===== src/design/epw_pkg.sv =====
// Shared types, constants and helpers for the Euler pose to world matrix block.
package epw_pkg;

  // sin/cos in Q.16, range -1.0 .. +1.0
  localparam int CS_W = 18;
  // CORDIC x, y, z working width
  localparam int CX_W = 20;
  localparam int CORDIC_STEPS = 16;

  localparam logic [18:0] A_TWO_PI = 19'd411775;
  localparam logic [18:0] A_PI = 19'd205887;
  localparam logic signed [CX_W-1:0] PI_Z = 20'sd205887;
  localparam logic signed [CX_W-1:0] HALF_PI_Z = 20'sd102944;
  localparam logic signed [CX_W-1:0] CORDIC_GAIN = 20'sd39797;
  localparam logic signed [CX_W-1:0] ONE_Z = 20'sd65536;

  localparam logic CMD_LOAD = 1'b0;
  localparam logic CMD_CALC = 1'b1;

  typedef logic signed [CS_W-1:0] cs_t;

  typedef struct packed {
    logic       v;
    logic [1:0] idx;
  } row_tag_t;

  function automatic logic [16:0] atan_tab(input logic [3:0] i);
    logic [16:0] t;
    case (i)
      4'd0: t = 17'd51472;
      4'd1: t = 17'd30386;
      4'd2: t = 17'd16055;
      4'd3: t = 17'd8150;
      4'd4: t = 17'd4091;
      4'd5: t = 17'd2047;
      4'd6: t = 17'd1024;
      4'd7: t = 17'd512;
      4'd8: t = 17'd256;
      4'd9: t = 17'd128;
      4'd10: t = 17'd64;
      4'd11: t = 17'd32;
      4'd12: t = 17'd16;
      4'd13: t = 17'd8;
      4'd14: t = 17'd4;
      4'd15: t = 17'd2;
      default: t = 17'd0;
    endcase
    return t;
  endfunction

  // Q.16 product of two sin/cos sized values, rounded half away from zero
  function automatic cs_t mulq_cs(input cs_t a, input cs_t b);
    logic signed [2*CS_W-1:0] p;
    logic [2*CS_W-1:0] mag;
    logic [2*CS_W-1:0] rm;
    logic signed [CS_W-1:0] rs;
    p = a * b;
    mag = p[2*CS_W-1] ? $unsigned(-p) : $unsigned(p);
    rm = (mag + 36'd32768) >> 16;
    rs = $signed(rm[CS_W-1:0]);
    return p[2*CS_W-1] ? -rs : rs;
  endfunction

endpackage


===== src/design/epw_sincos.sv =====
// Pipelined angle reduction and 16-step CORDIC giving sine and cosine in Q.16.
module epw_sincos #(
  parameter int ANGLE_WIDTH = 16
) (
  input  logic                          clk,
  input  logic                          en,
  input  logic signed [ANGLE_WIDTH-1:0] angle,
  output epw_pkg::cs_t                  sin_o,
  output epw_pkg::cs_t                  cos_o
);

  localparam int AW4 = ANGLE_WIDTH + 4;
  localparam int AU = AW4 + 1;
  localparam int SH = AW4 + 20;
  localparam int MW = AW4 + 3;
  localparam int PRW = AU + MW;
  localparam int QW = AU - 16;
  localparam int QTW = QW + 19;
  localparam int NS = epw_pkg::CORDIC_STEPS;
  localparam int CW = epw_pkg::CX_W;
  localparam longint TWO_PI_L = 411775;
  localparam longint KT_L = (((longint'(1) << (AW4 - 1)) + TWO_PI_L - 1) / TWO_PI_L) * TWO_PI_L;
  localparam longint M_L = ((longint'(1) << SH) + TWO_PI_L - 1) / TWO_PI_L;
  localparam logic [AU-1:0] KT = AU'(KT_L);
  localparam logic [MW-1:0] RECIP = MW'(M_L);

  logic signed [AW4-1:0] a4;
  logic [AU-1:0]  a1_nxt, a1_r, a2_r;
  logic [PRW-1:0] prod_nxt, prod_r, qf;
  logic [QW-1:0]  q;
  logic [AU-1:0]  r_full;
  logic [18:0]    r3_nxt, r3_r;
  logic signed [CW-1:0] rw, z0_nxt;
  logic fl0_nxt;
  logic signed [CW-1:0] x_r [NS+1];
  logic signed [CW-1:0] y_r [NS+1];
  logic signed [CW-1:0] z_r [NS+1];
  logic                 fl_r [NS+1];
  logic signed [CW-1:0] x_nxt [NS];
  logic signed [CW-1:0] y_nxt [NS];
  logic signed [CW-1:0] z_nxt [NS];
  logic signed [CW-1:0] xc;
  epw_pkg::cs_t sin_nxt, cos_nxt, sin_r, cos_r;

  always_comb begin
    // offset by a multiple of 2*pi so the reduction works on a positive value
    a4 = {angle, 4'b0000};
    a1_nxt = {a4[AW4-1], a4} + KT;
    prod_nxt = PRW'(a1_r) * PRW'(RECIP);
    qf = prod_r >> SH;
    q = qf[QW-1:0];
    r_full = a2_r - AU'(QTW'(q) * QTW'(epw_pkg::A_TWO_PI));
    r3_nxt = 19'(r_full);

    rw = $signed({1'b0, r3_r});
    if (r3_r > epw_pkg::A_PI) begin
      rw = rw - $signed({1'b0, epw_pkg::A_TWO_PI});
    end
    fl0_nxt = 1'b0;
    z0_nxt = rw;
    if (rw > epw_pkg::HALF_PI_Z) begin
      z0_nxt = epw_pkg::PI_Z - rw;
      fl0_nxt = 1'b1;
    end else if (rw < -epw_pkg::HALF_PI_Z) begin
      z0_nxt = -epw_pkg::PI_Z - rw;
      fl0_nxt = 1'b1;
    end

    for (int i = 0; i < NS; i++) begin
      if (z_r[i] >= 0) begin
        x_nxt[i] = x_r[i] - (y_r[i] >>> i);
        y_nxt[i] = y_r[i] + (x_r[i] >>> i);
        z_nxt[i] = z_r[i] - $signed({3'b000, epw_pkg::atan_tab(4'(i))});
      end else begin
        x_nxt[i] = x_r[i] + (y_r[i] >>> i);
        y_nxt[i] = y_r[i] - (x_r[i] >>> i);
        z_nxt[i] = z_r[i] + $signed({3'b000, epw_pkg::atan_tab(4'(i))});
      end
    end

    xc = fl_r[NS] ? -x_r[NS] : x_r[NS];
    if (xc > epw_pkg::ONE_Z) begin
      cos_nxt = epw_pkg::cs_t'(epw_pkg::ONE_Z);
    end else if (xc < -epw_pkg::ONE_Z) begin
      cos_nxt = epw_pkg::cs_t'(-epw_pkg::ONE_Z);
    end else begin
      cos_nxt = epw_pkg::cs_t'(xc);
    end
    if (y_r[NS] > epw_pkg::ONE_Z) begin
      sin_nxt = epw_pkg::cs_t'(epw_pkg::ONE_Z);
    end else if (y_r[NS] < -epw_pkg::ONE_Z) begin
      sin_nxt = epw_pkg::cs_t'(-epw_pkg::ONE_Z);
    end else begin
      sin_nxt = epw_pkg::cs_t'(y_r[NS]);
    end
  end

  always_ff @(posedge clk) begin
    if (en) begin
      a1_r <= a1_nxt;
      prod_r <= prod_nxt;
      a2_r <= a1_r;
      r3_r <= r3_nxt;
      x_r[0] <= epw_pkg::CORDIC_GAIN;
      y_r[0] <= '0;
      z_r[0] <= z0_nxt;
      fl_r[0] <= fl0_nxt;
      for (int i = 0; i < NS; i++) begin
        x_r[i+1] <= x_nxt[i];
        y_r[i+1] <= y_nxt[i];
        z_r[i+1] <= z_nxt[i];
        fl_r[i+1] <= fl_r[i];
      end
      sin_r <= sin_nxt;
      cos_r <= cos_nxt;
    end
  end

  assign sin_o = sin_r;
  assign cos_o = cos_r;

endmodule


===== config.mk =====
export PLATFORM = sky130hd
export DESIGN_NAME = epw_sincos
export DESIGN_NICKNAME = d
export VERILOG_FILES = /design/src/design/epw_pkg.sv /design/src/design/epw_sincos.sv
export SDC_FILE = /design/constraint.sdc
export NUM_CORES = 2
export LEC_CHECK = 0
export BUFFER_PORTS_ARGS = -buffer_cell sky130_fd_sc_hd__clkbuf_2
export CORE_UTILIZATION = 50
export DETAILED_ROUTE_END_ITERATION = 12
export GPL_TIMING_DRIVEN = 0
export PLACE_DENSITY = 0.65
export SYNTH_ARGS = -nofsm -noshare
export SYNTH_HDL_FRONTEND = slang
export SYNTH_SLANG_ARGS = --single-unit

===== constraint.sdc =====
create_clock -name clk -period 10.5 [get_ports clk]
set_clock_uncertainty 0.2 [all_clocks]
set_input_delay 1.05 -clock clk [delete_from_list [all_inputs] [get_ports clk]]
set_output_delay 1.05 -clock clk [all_outputs]
set_load 0.005 [all_outputs]

# --- After elaboration in Yosys (flattened, before gate mapping) ---
# Memory sizes are Yosys's and may differ from the RTL's.
# Index checks and enable logic that the tools add are counted.
totals:
  ff_bits: 133
  mem_bits_rw: 1037
  inputBits: 18
  output_inout_bits: 36
  wordCells: 230
  mem_count: 4
memory_table:
  columns: ["memory", "depth", "word_bits", "read_ports", "rd_ports_with_merged_regs", "wr", "line", "text"]
  rows:
  - ["x_r", 17, 20, 17, 0, 17, "epw_sincos.sv:35", "logic signed [CW-1:0] x_r [NS+1];"]
  - ["y_r", 17, 20, 17, 0, 17, "epw_sincos.sv:36", "logic signed [CW-1:0] y_r [NS+1];"]
  - ["z_r", 17, 20, 16, 0, 17, "epw_sincos.sv:37", "logic signed [CW-1:0] z_r [NS+1];"]
  - ["fl_r", 17, 1, 17, 0, 17, "epw_sincos.sv:38", "logic fl_r [NS+1];"]
classes:
  n_addsub: 101
  n_mul: 2
  n_lt_le_gt_ge: 23
  muxes: 90
  reduce_logical: 2
op_table:
  columns: ["operator", "count"]
  rows:
  - ["$mux W20", 52]
  - ["$mux W17", 32]
  - ["$add A20 B18 Y20", 18]
  - ["$sub A20 B18 Y20", 18]
  - ["$ge A20 B1 Y1 const B", 16]
  - ["$gt A20 B18 Y1 const B", 3]
  - ["$add A20 B10 Y20", 2]
  - ["$add A20 B11 Y20", 2]
  - ["$add A20 B12 Y20", 2]
  - ["$add A20 B13 Y20", 2]
  - ["$add A20 B14 Y20", 2]
  - ["$add A20 B15 Y20", 2]
  - ["$add A20 B16 Y20", 2]
  - ["$add A20 B17 Y20", 2]
  - ["$add A20 B19 Y20", 2]
  - ["$add A20 B5 Y20", 2]
  - ["$add A20 B6 Y20", 2]
  - ["$add A20 B7 Y20", 2]
  - ["$add A20 B8 Y20", 2]
  - ["$add A20 B9 Y20", 2]
  - ["$lt A20 B17 Y1 const B", 2]
  - ["$sub A19 B20 Y20 const A", 2]
  - ["$sub A20 B10 Y20", 2]
  - ["$sub A20 B11 Y20", 2]
  - ["other kinds (25)", 43]

# --- Logic depth before layout (Yosys ltp) ---
depth:
  depth_word: 5
  ltp_mapped: 23

# --- Worst setup path after synthesis ---
# Ideal clock, no wire load.
synth_path:
  kind: "reg2reg"
  startpoint: "register a1_r[16]"
  endpoint: "register prod_r[42], data pin"
  arrival_ns: 5.791
  slack_ns: 4.249
  stages_incl_launch_ff: 24
  n_path_buf: 0
  period_less_slack_ns: 6.251
  cell_sequence: "edfxtp_1 > inv_1 > fa_1 > fa_1 > inv_1 > fa_1 > inv_1 > fa_1 > inv_1 > fa_1 > inv_1 > fa_1 > inv_1 > ha_1 > a21o_1 > a21o_1 > a21o_1 > a21o_1 > a221o_1 > nor2_1 > o2111ai_1 > a31o_2 > a21oi_1 > xnor2_1"
synth_between:
  elab_chain_len: 1
synth_rtl:
  columns: ["item", "line", "text"]
  rows:
  - ["start: declaration", "epw_sincos.sv:28", "logic [AU-1:0] a1_nxt, a1_r, a2_r;"]
  - ["start signal: assignment", "epw_sincos.sv:100", "a1_r <= a1_nxt;"]
  - ["$mul A21 B17 Y38", "epw_sincos.sv:49", "prod_nxt = PRW'(a1_r) * PRW'(RECIP);"]
  - ["named net prod_nxt[42]", "epw_sincos.sv:29", "logic [PRW-1:0] prod_nxt, prod_r, qf;"]
  - ["end signal: assignment", "epw_sincos.sv:101", "prod_r <= prod_nxt;"]
  - ["end: declaration", "epw_sincos.sv:29", null]
# The timed path passes the listed nets, and every way through them passes these cells.
# A chain may end at the register's enable or synchronous reset.

# --- Worst setup path in the final report ---
# Ends and elaborated chain as after synthesis.

==> flow_summary.toml <==
[outcome]
status = "finished clean"

[yosys]
synth_edf_count = 1004
ys_ff_latch = 1004
synth_top_area_share = 0.380
ys_warn_count = 0
synth.largest_area_cell = "edfxtp_1"
syn_inst = 7751
synthTopCellsByCount = "ha_1 (1006), edfxtp_1 (1004), xnor2_1 (688)"
syn_area_mm2 = 0.0792
synth_area_leaders = "edfxtp_1 (38%), ha_1 (16%), xnor2_1 (7.6%), fa_1 (4.3%), a21oi_1 (3.5%)"
ys.flop_type = "edfxtp_1"
synth_most_common_cell = "ha_1"
avgSynthCellArea_um2 = 10.2
ys_async_sr_fraction = 0
seq_area_frac_synth = 0.380
ys_types = 88

[setup_path]
cp.required_ns = 10.75
crit_fanout = 6
crit_family = "adder cells"
cp_slowest_cell = "edfxtp_1"
arrival_ns = 7.35
crit_type = "reg2reg"
crit_buf_inv = 6
crit_chain = "inv_1, fa_1, fa_1, inv_1, fa_1, inv_1, fa_1, inv_1, fa_1, inv_1, fa_1, inv_1, ha_1, a21o_1, a21o_1, a21o_1, a21o_1, a221o_1, a31oi_1, o21ai_0, a31o_2, a21oi_1, xnor2_1"
end_kind = "flip-flop"
start_kind = "flip-flop"
worst_path_largest_cell_delay_ns = 0.58

[finish]
area_delta_synth_final_pct = 8.75
n_fill_cell = 13764
layout-drive-gt1-share = 0.0455
fin_util = 0.550
nets = 9123
fin_area_mm2 = 0.0862
diodes = 0

[timing]
slew_headroom = 0.216
timing.final.crit_share = 0.676
tightest_slew_ns = 1.18
rsz0062_at_grt = "no"
max_clock_freq_mhz = 141
period_needed_ns = 7.10
slew_viol_final = 0
hold_viol_final = 0
finalSetupViolations = 0

[route]
vias = 56445
wire_per_inst_um = 17.1
drt-initial-drc-count = 2938
drtPass1Iterations = 7
viasPerCell = 5.60
drc = 0
antenna_left = 0
routed_wl_um = 172000

[clock_network]
numCtsBuffers = 111
postCtsResizedCells = 0
cts_num_sinks = 1004
postCtsHoldBufs = 0
cts_tree = "yes"
cts.clk_slew.worst_paths_ns = 0.06
post_cts_buffers = 0
root_buffer = "clkbuf_16"
h-tree-depth = 3
cts_buffer_depth = 3
clkLatencyLatePin_ns = 0.74

[grt]
grt_pass1_wl_um = 279000
grt_antenna_before_repair = 0
grt_usage = 0.214
grt_pass1_vias = 55817
overflow = 0
grt_max_degree = 119

[floorplan]
coreArea_mm2 = 0.157
die_x_um = 400
rows = 145
die-area_mm2 = 0.160
die_h_um = 400
ioPinCount = 54
start_util = 0.506

[job]
maxCapViolCount = 0

[place]
dpl.hpwl_um = 137000
gp_congestion = 0.887
postPlaceCellArea_mm2 = 0.0824
port_buffers = 53

[worst_hold_path]
min_path_type = "reg2reg"
## cells in the final DEF, fill, tap and decap left out, drive strengths merged, types with 27 or more instances in the layout
| master | n |
|---|---|
| ha | 1006 |
| edfxtp | 1004 |
| xnor2 | 689 |
| inv | 665 |
| nor2 | 581 |
| a21oi | 567 |
| nand2 | 423 |
| o21ai | 357 |
| xor2 | 304 |
| clkbuf | 241 |
| nor3 | 224 |
| fa | 169 |
| a21o | 151 |
| nand3 | 141 |
| and3 | 121 |
| o21bai | 118 |
| nor2b | 116 |
| or3 | 107 |
| nor4 | 87 |
| nand2b | 73 |
| o21a | 65 |
| o211ai | 64 |
| o31ai | 58 |
| clkinv | 56 |
| a31oi | 55 |
| a21boi | 46 |
| and2 | 45 |
| or2 | 37 |
| o41ai | 36 |
| a211oi | 33 |
| buf | 32 |
| mux2i | 27 |
## sequential cells by signal, indices dropped and copies added, names as in the netlist
name / cells
x_r: 296
y_r: 300
a1_r: 17
sin_o: 18
z_r: 301
cos_o: 18
fl_r: 17
r3_r: 19
prod_r: 4
a2_r: 14
## metal layers
| layer | GRT usage | share of wire |
|---|---|---|
| met4 | 0.0672 | 0.031 |
| met5 | 0 | 0 |
| met3 | 0.0241 | 0.029 |
| met2 | 0.396 | 0.51 |
| met1 | 0.256 | 0.43 |
## path summary, 6_finish.rpt
path,start,end,slack [ns],depth (start not counted)
max reg2reg,a1_r[16]$_DFFE_PP_,prod_r[42]$_DFFE_PP_,3.40,23
max,a1_r[16]$_DFFE_PP_,prod_r[42]$_DFFE_PP_,3.40,23
min reg2reg,fl_r[0][10]$_DFFE_PP_,fl_r[0][11]$_DFFE_PP_,0.22,0
min,fl_r[0][10]$_DFFE_PP_,fl_r[0][11]$_DFFE_PP_,0.22,0
## worst register-to-register path, stage by stage (launching register included)
cell and delay, ns:
edfxtp_1 0.58, inv_1 0.25, fa_1 0.54, fa_1 0.53, inv_1 0.06, fa_1 0.50
inv_1 0.05, fa_1 0.47, inv_1 0.06, fa_1 0.54, inv_1 0.06, fa_1 0.53
inv_1 0.04, ha_1 0.29, a21o_1 0.18, a21o_1 0.17, a21o_1 0.19, a21o_1 0.19
a221o_1 0.34, a31oi_1 0.30, o21ai_0 0.20, a31o_2 0.29, a21oi_1 0.19, xnor2_1 0.10
## kinds of logic (layout without fill, tap and decap cells)
logic type                 Yosys count  count (layout)  share of synthesized area
buffers and inverters              749            1018                     0.0360
xor gates and xnor gates           993             993                      0.110
adders and majority gates         1175            1175                      0.202
muxes                               43              43                    0.00568
AOI/OAI and AO/OA                 1746            1746                      0.141
and+or+nand+nor                   2039            2039                      0.125
DFF                               1004            1004                      0.380
other                                2               6                  0.0000948
## final cells by class
| type | instances | area (um^2) | share of cell area |
|---|---|---|---|
| well taps | 2058 | 2570 | 0.0299 |
| plain buffers | 88 | 372 | 0.00431 |
| flip-flops and latches | 1004 | 30100 | 0.350 |
| multi-input cells | 6002 | 46300 | 0.537 |
| inverters | 661 | 2480 | 0.0288 |
| repair buffers | 62 | 522 | 0.00605 |
| clock buffers | 123 | 2890 | 0.0335 |
| clock inverters | 84 | 933 | 0.0108 |
## metrics by stage
stage | setup WS [ns] | hold slack (ns) | instances | setup TNS (ns)
final | 3.40 | 0.219 | 10082 | 0
after global routing | 3.20 | 0.232 | 10082 | 0
after CTS | 3.39 | 0.220 | 10082 | 0
after detailed placement | 3.43 | 0.205 | 9875 | 0
after global placement | -9.21 | 0.202 | 9866 | -9015.30
after floorplan | 4.25 | 0.200 | 7755 | 0
Power is left out: the tool's default activity adds up to more than one toggle a clock period on the data nets, which glitch-free logic cannot reach.
